**src/design/urse_pkg.sv**
```systemverilog
// ----------------------------------------------------------------------------
// urse_pkg: shared types and constants
// Status codes, register indexes, configuration and queue entry types for the
// response signal extractor.
// ----------------------------------------------------------------------------
package urse_pkg;

    localparam int unsigned MAX_FIELD_BYTES = 4;
    localparam int unsigned ACC_W           = 8 * MAX_FIELD_BYTES;
    localparam int unsigned SUM_W           = ACC_W + 2;
    localparam int unsigned SCALE_W         = 24;
    localparam int unsigned OFFSET_W        = 16;
    localparam int unsigned VALUE_W         = 57;
    localparam int unsigned PROD_W          = SUM_W + SCALE_W;
    localparam int unsigned CFG_DATA_W      = 24;

    localparam logic [7:0] RDBI_POS_RESP  = 8'h62;
    localparam logic [7:0] BYTE_COUNT_MAX = 8'hFF;

    typedef enum logic [1:0] {
        ST_OK       = 2'd0,
        ST_DISABLED = 2'd1,
        ST_SHORT    = 2'd2,
        ST_MISMATCH = 2'd3
    } status_t;

    typedef enum logic [2:0] {
        REG_SIGNAL_ENABLE = 3'd0,
        REG_EXPECTED_ID   = 3'd1,
        REG_FIELD_START   = 3'd2,
        REG_FIELD_BYTES   = 3'd3,
        REG_FIELD_SIGNED  = 3'd4,
        REG_MSB_FIRST     = 3'd5,
        REG_RAW_OFFSET    = 3'd6,
        REG_SCALE_FACTOR  = 3'd7
    } cfg_index_t;

    typedef struct packed {
        logic                       signal_enable;
        logic [15:0]                expected_identifier;
        logic [7:0]                 field_start;
        logic [2:0]                 field_bytes;
        logic                       field_signed;
        logic                       msb_first;
        logic signed [OFFSET_W-1:0] raw_offset;
        logic signed [SCALE_W-1:0]  scale_factor;
    } cfg_t;

    typedef struct packed {
        status_t                 status;
        logic signed [SUM_W-1:0] sum;
    } entry_t;

    typedef struct packed {
        logic full;
        logic empty;
    } queue_stat_t;

endpackage

```
**src/design/urse_front.sv**
```systemverilog
// ----------------------------------------------------------------------------
// urse_front: byte intake and classification
// Tracks position, service byte, identifier and raw field bytes of the
// response; on the last byte it works out the status and offset raw value.
// ----------------------------------------------------------------------------
module urse_front (
    input  logic                 aclk,
    input  logic                 aresetn,
    input  urse_pkg::cfg_t       cfg,
    input  logic                 in_valid,
    input  logic                 in_ready,
    input  logic [7:0]           in_byte,
    input  logic                 in_last,
    output logic                 push,
    output urse_pkg::entry_t     push_entry
);

    logic [7:0]                  cnt_reg, cnt_next;
    logic [7:0]                  svc_reg, svc_next;
    logic [15:0]                 id_reg, id_next;
    logic [urse_pkg::ACC_W-1:0]  acc_reg, acc_next;

    logic                        accept;
    logic [2:0]                  len;
    logic [8:0]                  field_end;
    logic [1:0]                  k;
    logic                        in_field;
    logic [7:0]                  n;
    logic [urse_pkg::ACC_W-1:0]  acc_upd;
    logic [7:0]                  svc_upd;
    logic [15:0]                 id_upd;
    logic signed [urse_pkg::SUM_W-1:0] raw;
    urse_pkg::status_t           status;

    assign accept    = in_valid && in_ready;
    assign len       = (cfg.field_bytes > 3'(urse_pkg::MAX_FIELD_BYTES))
                       ? 3'(urse_pkg::MAX_FIELD_BYTES) : cfg.field_bytes;
    assign field_end = {1'b0, cfg.field_start} + {6'b0, len};
    assign k         = 2'(cnt_reg - cfg.field_start);
    assign in_field  = (cnt_reg != urse_pkg::BYTE_COUNT_MAX)
                       && (cnt_reg >= cfg.field_start)
                       && ({1'b0, cnt_reg} < field_end);
    assign n         = (cnt_reg == urse_pkg::BYTE_COUNT_MAX) ? cnt_reg : cnt_reg + 8'd1;

    always_comb begin
        svc_upd = (cnt_reg == 8'd0) ? in_byte : svc_reg;
        id_upd  = id_reg;
        if (cnt_reg == 8'd1) begin
            id_upd[15:8] = in_byte;
        end
        if (cnt_reg == 8'd2) begin
            id_upd[7:0] = in_byte;
        end
        acc_upd = acc_reg;
        if (in_field) begin
            if (cfg.msb_first) begin
                acc_upd = {acc_reg[urse_pkg::ACC_W-9:0], in_byte};
            end else begin
                acc_upd = acc_reg | (urse_pkg::ACC_W'(in_byte) << {k, 3'b000});
            end
        end
    end

    // raw field, optionally sign-extended from its byte width
    always_comb begin
        case (len)
            3'd0: raw = '0;
            3'd1: raw = cfg.field_signed
                        ? {{(urse_pkg::SUM_W-8){acc_upd[7]}}, acc_upd[7:0]}
                        : {2'b00, acc_upd};
            3'd2: raw = cfg.field_signed
                        ? {{(urse_pkg::SUM_W-16){acc_upd[15]}}, acc_upd[15:0]}
                        : {2'b00, acc_upd};
            3'd3: raw = cfg.field_signed
                        ? {{(urse_pkg::SUM_W-24){acc_upd[23]}}, acc_upd[23:0]}
                        : {2'b00, acc_upd};
            default: raw = cfg.field_signed
                        ? {{(urse_pkg::SUM_W-32){acc_upd[31]}}, acc_upd[31:0]}
                        : {2'b00, acc_upd};
        endcase
    end

    always_comb begin
        if (!cfg.signal_enable) begin
            status = urse_pkg::ST_DISABLED;
        end else if ({1'b0, n} < field_end) begin
            status = urse_pkg::ST_SHORT;
        end else if ((n >= 8'd3) && ((svc_upd != urse_pkg::RDBI_POS_RESP)
                     || (id_upd != cfg.expected_identifier))) begin
            status = urse_pkg::ST_MISMATCH;
        end else begin
            status = urse_pkg::ST_OK;
        end
    end

    always_comb begin
        cnt_next = cnt_reg;
        svc_next = svc_reg;
        id_next  = id_reg;
        acc_next = acc_reg;
        if (accept) begin
            if (in_last) begin
                cnt_next = '0;
                svc_next = '0;
                id_next  = '0;
                acc_next = '0;
            end else begin
                cnt_next = n;
                svc_next = svc_upd;
                id_next  = id_upd;
                acc_next = acc_upd;
            end
        end
    end

    assign push              = accept && in_last;
    assign push_entry.status = status;
    assign push_entry.sum    = raw + urse_pkg::SUM_W'(cfg.raw_offset);

    always_ff @(posedge aclk) begin
        if (!aresetn) begin
            cnt_reg <= '0;
            svc_reg <= '0;
            id_reg  <= '0;
            acc_reg <= '0;
        end else begin
            cnt_reg <= cnt_next;
            svc_reg <= svc_next;
            id_reg  <= id_next;
            acc_reg <= acc_next;
        end
    end

endmodule

```
**src/design/urse_queue.sv**
```systemverilog
// ----------------------------------------------------------------------------
// urse_queue: classified response queue
// Small first-in first-out buffer between intake and the scaling stage.
// ----------------------------------------------------------------------------
module urse_queue #(
    parameter int unsigned DEPTH = 2
) (
    input  logic                   aclk,
    input  logic                   aresetn,
    input  logic                   push,
    input  urse_pkg::entry_t       push_entry,
    input  logic                   pop,
    output urse_pkg::entry_t       head,
    output urse_pkg::queue_stat_t  stat
);

    localparam int unsigned AW = (DEPTH > 1) ? $clog2(DEPTH) : 1;
    localparam int unsigned CW = $clog2(DEPTH + 1);

    urse_pkg::entry_t  mem_reg [DEPTH];
    logic [AW-1:0]     wr_reg, wr_next;
    logic [AW-1:0]     rd_reg, rd_next;
    logic [CW-1:0]     cnt_reg, cnt_next;

    assign stat.full  = (cnt_reg == CW'(DEPTH));
    assign stat.empty = (cnt_reg == '0);
    assign head       = mem_reg[rd_reg];

    always_comb begin
        wr_next  = wr_reg;
        rd_next  = rd_reg;
        cnt_next = cnt_reg;
        if (push) begin
            wr_next = (wr_reg == AW'(DEPTH - 1)) ? '0 : wr_reg + AW'(1);
        end
        if (pop) begin
            rd_next = (rd_reg == AW'(DEPTH - 1)) ? '0 : rd_reg + AW'(1);
        end
        if (push && !pop) begin
            cnt_next = cnt_reg + CW'(1);
        end else if (pop && !push) begin
            cnt_next = cnt_reg - CW'(1);
        end
    end

    always_ff @(posedge aclk) begin
        if (push) begin
            mem_reg[wr_reg] <= push_entry;
        end
    end

    always_ff @(posedge aclk) begin
        if (!aresetn) begin
            wr_reg  <= '0;
            rd_reg  <= '0;
            cnt_reg <= '0;
        end else begin
            wr_reg  <= wr_next;
            rd_reg  <= rd_next;
            cnt_reg <= cnt_next;
        end
    end

endmodule

```
**src/design/urse_back.sv**
```systemverilog
// ----------------------------------------------------------------------------
// urse_back: scaling and result register
// Multiplies the offset raw value by the resolution, zero unless status is ok,
// and holds the result until the downstream side takes it.
// ----------------------------------------------------------------------------
module urse_back (
    input  logic                                  aclk,
    input  logic                                  aresetn,
    input  logic signed [urse_pkg::SCALE_W-1:0]   scale_factor,
    input  urse_pkg::entry_t                      head,
    input  logic                                  head_valid,
    output logic                                  pop,
    output logic                                  out_valid,
    input  logic                                  out_ready,
    output urse_pkg::status_t                     out_status,
    output logic [urse_pkg::VALUE_W-1:0]          out_value
);

    logic                                 valid_reg, valid_next;
    urse_pkg::status_t                    status_reg;
    logic [urse_pkg::VALUE_W-1:0]         value_reg;
    logic signed [urse_pkg::PROD_W-1:0]   product;

    assign pop     = head_valid && (!valid_reg || out_ready);
    assign product = urse_pkg::PROD_W'(head.sum) * urse_pkg::PROD_W'(scale_factor);

    always_comb begin
        valid_next = valid_reg;
        if (pop) begin
            valid_next = 1'b1;
        end else if (out_ready) begin
            valid_next = 1'b0;
        end
    end

    always_ff @(posedge aclk) begin
        if (pop) begin
            status_reg <= head.status;
            value_reg  <= (head.status == urse_pkg::ST_OK)
                          ? product[urse_pkg::VALUE_W-1:0] : '0;
        end
    end

    always_ff @(posedge aclk) begin
        if (!aresetn) begin
            valid_reg <= 1'b0;
        end else begin
            valid_reg <= valid_next;
        end
    end

    assign out_valid  = valid_reg;
    assign out_status = status_reg;
    assign out_value  = value_reg;

endmodule

```
**src/design/uds_response_signal_extractor_core.sv**
```systemverilog
// ----------------------------------------------------------------------------
// uds_response_signal_extractor_core: response signal extractor, top level
// Takes one response byte per transfer and gives one status and scaled value
// per response, on its last byte.
// Path: a last byte's entry goes through the queue, then the result register.
// Throughput: one byte per cycle while the queue has room; one result per
// cycle while m_tready is high. Reset: synchronous active-low aresetn clears
// byte tracking, queue and result valid, and loads the register reset values.
// ----------------------------------------------------------------------------
module uds_response_signal_extractor_core #(
    parameter int unsigned QUEUE_DEPTH = 2
) (
    input  logic                                 aclk,
    input  logic                                 aresetn,
    input  logic                                 s_tvalid,
    output logic                                 s_tready,
    input  logic [7:0]                           s_tdata,   // resp_byte
    input  logic                                 s_tlast,
    output logic                                 m_tvalid,
    input  logic                                 m_tready,
    output logic [63:0]                          m_tdata,   // value, zero padded
    output logic [1:0]                           m_tuser,   // status
    input  logic                                 cfg_valid,
    output logic                                 cfg_ready,
    input  logic [2:0]                           cfg_index,
    input  logic [urse_pkg::CFG_DATA_W-1:0]      cfg_data
);

    urse_pkg::cfg_t         cfg_reg, cfg_next;
    logic                   push;
    urse_pkg::entry_t       push_entry;
    logic                   pop;
    urse_pkg::entry_t       head;
    urse_pkg::queue_stat_t  q_stat;
    urse_pkg::status_t      out_status;
    logic [urse_pkg::VALUE_W-1:0] out_value;

    assign cfg_ready = 1'b1;

    always_comb begin
        cfg_next = cfg_reg;
        if (cfg_valid && cfg_ready) begin
            case (urse_pkg::cfg_index_t'(cfg_index))
                urse_pkg::REG_SIGNAL_ENABLE: cfg_next.signal_enable = cfg_data[0];
                urse_pkg::REG_EXPECTED_ID:   cfg_next.expected_identifier = cfg_data[15:0];
                urse_pkg::REG_FIELD_START:   cfg_next.field_start = cfg_data[7:0];
                urse_pkg::REG_FIELD_BYTES:   cfg_next.field_bytes = cfg_data[2:0];
                urse_pkg::REG_FIELD_SIGNED:  cfg_next.field_signed = cfg_data[0];
                urse_pkg::REG_MSB_FIRST:     cfg_next.msb_first = cfg_data[0];
                urse_pkg::REG_RAW_OFFSET:
                    cfg_next.raw_offset = cfg_data[urse_pkg::OFFSET_W-1:0];
                urse_pkg::REG_SCALE_FACTOR:
                    cfg_next.scale_factor = cfg_data[urse_pkg::SCALE_W-1:0];
                default: cfg_next = cfg_reg;
            endcase
        end
    end

    always_ff @(posedge aclk) begin
        if (!aresetn) begin
            cfg_reg.signal_enable       <= 1'b0;
            cfg_reg.expected_identifier <= '0;
            cfg_reg.field_start         <= '0;
            cfg_reg.field_bytes         <= 3'd1;
            cfg_reg.field_signed        <= 1'b0;
            cfg_reg.msb_first           <= 1'b1;
            cfg_reg.raw_offset          <= '0;
            cfg_reg.scale_factor        <= 24'sh010000;
        end else begin
            cfg_reg <= cfg_next;
        end
    end

    assign s_tready = !q_stat.full;

    urse_front u_front (
        .aclk       (aclk),
        .aresetn    (aresetn),
        .cfg        (cfg_reg),
        .in_valid   (s_tvalid),
        .in_ready   (s_tready),
        .in_byte    (s_tdata),
        .in_last    (s_tlast),
        .push       (push),
        .push_entry (push_entry)
    );

    urse_queue #(
        .DEPTH (QUEUE_DEPTH)
    ) u_queue (
        .aclk       (aclk),
        .aresetn    (aresetn),
        .push       (push),
        .push_entry (push_entry),
        .pop        (pop),
        .head       (head),
        .stat       (q_stat)
    );

    urse_back u_back (
        .aclk         (aclk),
        .aresetn      (aresetn),
        .scale_factor (cfg_reg.scale_factor),
        .head         (head),
        .head_valid   (!q_stat.empty),
        .pop          (pop),
        .out_valid    (m_tvalid),
        .out_ready    (m_tready),
        .out_status   (out_status),
        .out_value    (out_value)
    );

    assign m_tuser = out_status;
    assign m_tdata = {{(64 - urse_pkg::VALUE_W){1'b0}}, out_value};

    // value is zero for every status other than ok
    a_value_zero_unless_ok: assert property (@(posedge aclk) disable iff (!aresetn)
        (m_tvalid && (m_tuser != urse_pkg::ST_OK)) |-> (m_tdata == '0))
        else $error("nonzero value with failing status");

    // a new result only comes out of a queue that held an entry
    a_result_from_queue: assert property (@(posedge aclk) disable iff (!aresetn)
        $rose(m_tvalid) |-> $past(!q_stat.empty))
        else $error("result appeared without a queued response");

    // queue is only written when it has room
    a_no_overflow: assert property (@(posedge aclk) disable iff (!aresetn)
        (q_stat.full && !pop) |=> (q_stat.full || $past(pop)) || !$past(push))
        else $error("queue written while full");

endmodule
```
**config.mk**
```make
export PLATFORM = sky130hd
export DESIGN_NAME = uds_response_signal_extractor_core
export DESIGN_NICKNAME = d
export VERILOG_FILES = /design/src/design/urse_pkg.sv /design/src/design/urse_front.sv /design/src/design/urse_queue.sv /design/src/design/urse_back.sv /design/src/design/uds_response_signal_extractor_core.sv
export SDC_FILE = /design/constraint.sdc
export NUM_CORES = 2
export LEC_CHECK = 0
export BUFFER_PORTS_ARGS = -buffer_cell sky130_fd_sc_hd__buf_2
export CELL_PAD_IN_SITES_DETAIL_PLACEMENT = 0
export CELL_PAD_IN_SITES_GLOBAL_PLACEMENT = 1
export CORE_MARGIN = 2
export CORE_UTILIZATION = 40
export CTS_CLUSTER_DIAMETER = 80
export DETAILED_ROUTE_END_ITERATION = 7
export PLACE_DENSITY = 0.67
export SLEW_MARGIN = 0
export SYNTH_ARGS = -nofsm -noshare
export SYNTH_HDL_FRONTEND = slang
export SYNTH_HIERARCHICAL = 1
export SYNTH_SLANG_ARGS = --single-unit
export TNS_END_PERCENT = 100
```
**constraint.sdc**
```tcl
create_clock -name aclk -period 8.9 [get_ports aclk]
set_clock_uncertainty 0.2 [all_clocks]
set_input_delay 0.89 -clock aclk [delete_from_list [all_inputs] [get_ports aclk]]
set_output_delay 0.89 -clock aclk [all_outputs]
set_load 0.01 [all_outputs]
```
==> Word level (Yosys, flattened, before mapping) <==
Memory sizes are Yosys's and may differ from the RTL's. A register that Yosys moved wholly into a read port is not among the register bits.
Cells that the tools add are included.
{ "totals": {"ram_bits": 72, "in_bits": 41, "output_inout_bits": 69, "mem_count": 1, "ff_bits": 198, "wordCells": 111} }
{ "classes": {"n_reduce_logical": 30, "n_eq_ne": 17, "mul": 1, "addsub": 8, "magnitude_cmp": 5, "bitwise": 1, "muxes": 29, "shifts": 1} }
{ "mem_list": {"columns": ["name", "words", "width", "read_ports", "rd_clocked_by_memory_dff", "write_ports", "line", "rtl"], "rows": [
  ["u_queue.mem_reg", 2, 36, 1, 1, 1, "urse_queue.sv:20", "urse_pkg::entry_t mem_reg [DEPTH];"]
]} }
{ "op_table": {"columns": ["operator", "n"], "rows": [
  ["34-bit 2-to-1 mux", 4],
  ["34-bit case mux with 4 select lines", 1],
  ["32-bit 2-to-1 mux", 3],
  ["34-bit by 24-bit multiplier with 57-bit output", 1],
  ["8-bit 2-to-1 mux", 6],
  ["34-bit by 16-bit adder with 34-bit output", 1],
  ["32-bit OR", 1],
  ["8-bit by 5-bit left shift with 32-bit output", 1],
  ["8-bit by 9-bit less-than comparator with 1-bit output", 2],
  ["16-bit 2-to-1 mux", 1],
  ["16-bit inequality test", 1],
  ["2-bit AND reduction", 8],
  ["3-bit by 2-bit equality test with 1-bit output (second input constant)", 4],
  ["3-bit equality test (second input constant)", 4],
  ["2-bit 2-to-1 mux", 5],
  ["8-bit by 3-bit adder with 9-bit output", 1],
  ["8-bit by 1-bit adder with 8-bit output (second input constant)", 1],
  ["8-bit by 1-bit equality test with 1-bit output (second input constant)", 1],
  ["8-bit by 2-bit equality test with 1-bit output (second input constant)", 1],
  ["8-bit equality test (second input constant)", 1],
  ["8-bit by 2-bit greater-or-equal comparator with 1-bit output (second input constant)", 1],
  ["8-bit greater-or-equal comparator", 1],
  ["1-bit logical AND", 8],
  ["8-bit zero test", 1],
  ["other kinds (16)", 33]
]} }

==> Longest topological paths before layout <==
{ "logic_depth": {"depth_word": 9, "ltp_mapped": 31, "depth_no_buf": 27} }

==> Modules after synthesis <==
The synthesis kept the hierarchy.
{ "by_module_without_submodules": {"columns": ["mod", "seq_area_each_um2", "cells_per_inst", "area_per_inst_um2", "n_inst"], "rows": [
  ["urse_back", 1791.7, 3256, 30528.0, 1],
  ["urse_front", 1281.2, 869, 6568.8, 1],
  ["urse_queue", 2262.2, 134, 2825.2, 1],
  ["uds_response_signal_extractor_core", 1401.3, 278, 2797.7, 1]
]} }

==> Worst setup path before layout <==
No wires, ideal clock.
{ "synth_timing": {"path_kind": "reg2reg", "from": "reg with a tool-made name", "to": "reg u_back.value_reg (netlist bit u_back/out_value[55]), data pin", "arrival_time_ns": 7.447, "n_path_buf": 3, "setup_slack_ns": 0.987, "path_stages_with_launch": 29, "setup_time_ns": 0.266, "synth_period_minus_slack_ns": 7.913, "required_time_ns": 8.434, "cell_sequence": "dfxtp_1 buf_2 buf_6 mux2_2 clkbuf_1 nand2_1 inv_1 fa_1 fa_1 inv_1 fa_1 inv_1 fa_1 fa_1 fa_1 inv_1 fa_1 inv_1 ha_1 and2_1 and3_1 nand4_1 or4b_1 a31oi_1 nor4_1 o21ai_1 a311oi_1 xor2_1 nor2_1"} }
{ "synth_lines": {"columns": ["item", "line", "rtl"], "rows": [
  ["end signal: assignment", "urse_back.sv:39", "value_reg <= (head.status == urse_pkg::ST_OK)"],
  ["end: declaration", "urse_back.sv:21", "logic [urse_pkg::VALUE_W-1:0] value_reg;"]
]} }

==> results.json <==
{
  "final-max-slew-violation-count": 0,
  "htree_levels": 2,
  "core_area_sq_mm": 0.106,
  "path_class": "reg2reg",
  "p_leak_nw": 21.4,
  "cts_buffer_depth": 3,
  "drt-initial-drc-count": 1669,
  "reg2reg_depth": 26,
  "num_rows": 119,
  "seq_area_frac_synth": 0.158,
  "clk_latency_ns": 0.60,
  "peakVddDrop_v": 0.000164,
  "crit_buf_inv": 7,
  "area_delta_synth_final_pct": 7.87,
  "setup_tns_ns": 0,
  "synth_top_area_frac": 0.385,
  "synth_ff_type": "dfxtp_1",
  "io_pins": 110,
  "cts_tree": "yes",
  "synthMostInstantiatedCell": "inv_1",
  "fin_area_sq_mm": 0.0461,
  "cp_max_fo": 24,
  "post-place-ws_ns": 0.0422,
  "fmax_mhz": 117,
  "grt_start_max_net_pins": 90,
  "wl_per_cell_um": 19.2,
  "yosysWarnings": 6,
  "hold_viol": 0,
  "worst_slack_ns": 0.360,
  "synth_area_leaders": "fa_1, edfxtp_1, inv_1",
  "crit_top_cell": "fa_1",
  "async_flop_share": 0,
  "synth_top_area_cell": "fa_1",
  "root_buffer": "clkbuf_16",
  "timing.final.crit_share": 0.960,
  "dpl.hpwl_um": 91000,
  "syn_avg_cell_area_sq_um": 9.42,
  "synth_common_cells": "inv_1, fa_1, nand2_1, and2_1, ha_1",
  "die_h_um": 331,
  "via_per_inst": 5.03,
  "cp.arrival_ns": 8.66,
  "synthCells": 4537,
  "finalSetupViolCount": 0,
  "port_buffers": 101,
  "die_area_sq_mm": 0.109,
  "fillers": 10300,
  "power.total_mw": 7.83,
  "grt_pass1_vias": 32300,
  "grt_pass1_wl_um": 185000,
  "p_per_area_mw_per_mm2": 170,
  "netlist_area_sq_mm": 0.0427,
  "hp-class": "reg2reg",
  "maxSlewHeadroom": 0.238,
  "drc": 0,
  "num_vias": 30000,
  "crit_end": "u_back/out_value[54]",
  "whs_ns": 0.256,
  "antenna_found_initial": 2,
  "synth_edf_count": 131,
  "first_pass_iters": 5,
  "drive_above_1_share": 0.0733,
  "track_usage": 0.218,
  "worstMarginPinSlew_ns": 1.14,
  "rsz0062_at_grt": "false",
  "ys_ff_latch": 271,
  "rrSetupSlack_ns": 0.36,
  "cp.required_ns": 9.02,
  "final_cells": 5963,
  "run_status": "finished clean",
  "fin_crit_ns": 8.54,
  "n_antenna_cell": 0,
  "clk_pin_slew_ns": 0.05,
  "path_delay_family": "adder cells",
  "gp_congestion": 0.845,
  "initial_core_util": 0.405,
  "maxCapViolations": 0,
  "rr_endpoint": "u_back/out_value[54]",
  "crit_path_max_incr_delay_ns": 0.56,
  "numCtsBuffers": 37,
  "dpl-instance-area_sq_mm": 0.0449,
  "ant_nets": 0,
  "fin_nets": 5619,
  "die_w_um": 331,
  "synth.distinct_cells": 100,
  "largest_register_ffs": 72,
  "path_depth": 26,
  "overflow": 0,
  "fin_util": 0.437,
  "drt-total-wl_um": 114000,
  "clock_sinks": 271,
  "crit_path_start_kind": "register",
  "dp.cells": 5893,
  "worstSetupEndpointType": "register",
  "crit_slowest_cell": "mux2_2"
}
==> per-layer routing <==
| layer | wire length (um) | track usage |
|---|---|---|
| met5 | 0 | 0 |
| met4 | 2510 | 0.0499 |
| met1 | 53400 | 0.310 |
| met3 | 5340 | 0.0266 |
| met2 | 53100 | 0.357 |
==> cell usage in the layout, fill, tap and decap left out, types with 97 or more instances in the layout <==
master	synthesis	layout
nor2b_1	99	97
buf_2	9	100
a21oi_1	122	121
nand2_1	581	581
edfxtp_1	131	131
and2_1	414	413
dfxtp_1	140	139
inv_1	884	884
fa_1	822	822
nor2_1	123	121
ha_1	213	213
==> worst register-to-register path: cells and delay by family, from the launching register on <==
kind	cells	cell delay, ns
adders and majority gates	8	3.89
AOI/OAI and AO/OA	6	1.45
muxes	1	0.57
and+or+nand+nor	4	0.96
DFF	1	0.32
buffers and inverters	7	0.88
==> cells by family after synthesis <==
kind of cell,Yosys count,synth area share
AOI/OAI and AO/OA,484,0.0773
xor gates and xnor gates,113,0.0233
adders and majority gates,1035,0.448
buffers and inverters,1126,0.102
DFF,271,0.158
muxes,123,0.0299
other,2,0.000176
and+or+nand+nor,1383,0.162
==> cell type report <==
class                           count  area, sq um  area share
Multi-Input combinational cell   3146        31700       0.688
Timing Repair Buffer              203         1410      0.0306
Inverter                          884         3320      0.0720
Tap cell                         1391         1740      0.0378
Clock inverter                     19          173     0.00375
Sequential cell                   271         6740       0.146
Clock buffer                       49         1010      0.0219
==> what timing repair did <==
action	CTS	global route
hold buffers	0	0
endpoints found under the setup margin	0	6
setup buffers	0	2
resized for setup	0	4
==> worst min path at each step <==
stage,start,end,cells after the start
2_1_floorplan,cfg_reg[15],cfg_reg[15],2
3_3_place_gp,cfg_reg[22],cfg_reg[22],2
3_5_place_dp,cfg_reg[22],cfg_reg[22],2
4_1_cts,cfg_reg[20],cfg_reg[20],2
5_1_grt,cfg_reg[26],cfg_reg[26],2
6_report,cfg_reg[21],cfg_reg[21],2
==> where the power goes <==
part | switching, mW | internal [mW] | leakage, nW | total [mW]
clock | 0.635 | 0.816 | 0.571 | 1.45
sequential | 0.0663 | 1.58 | 2.38 | 1.64
combinational | 2.96 | 1.78 | 18.5 | 4.74
No activity file was read; power rests on OpenSTA's default activity.
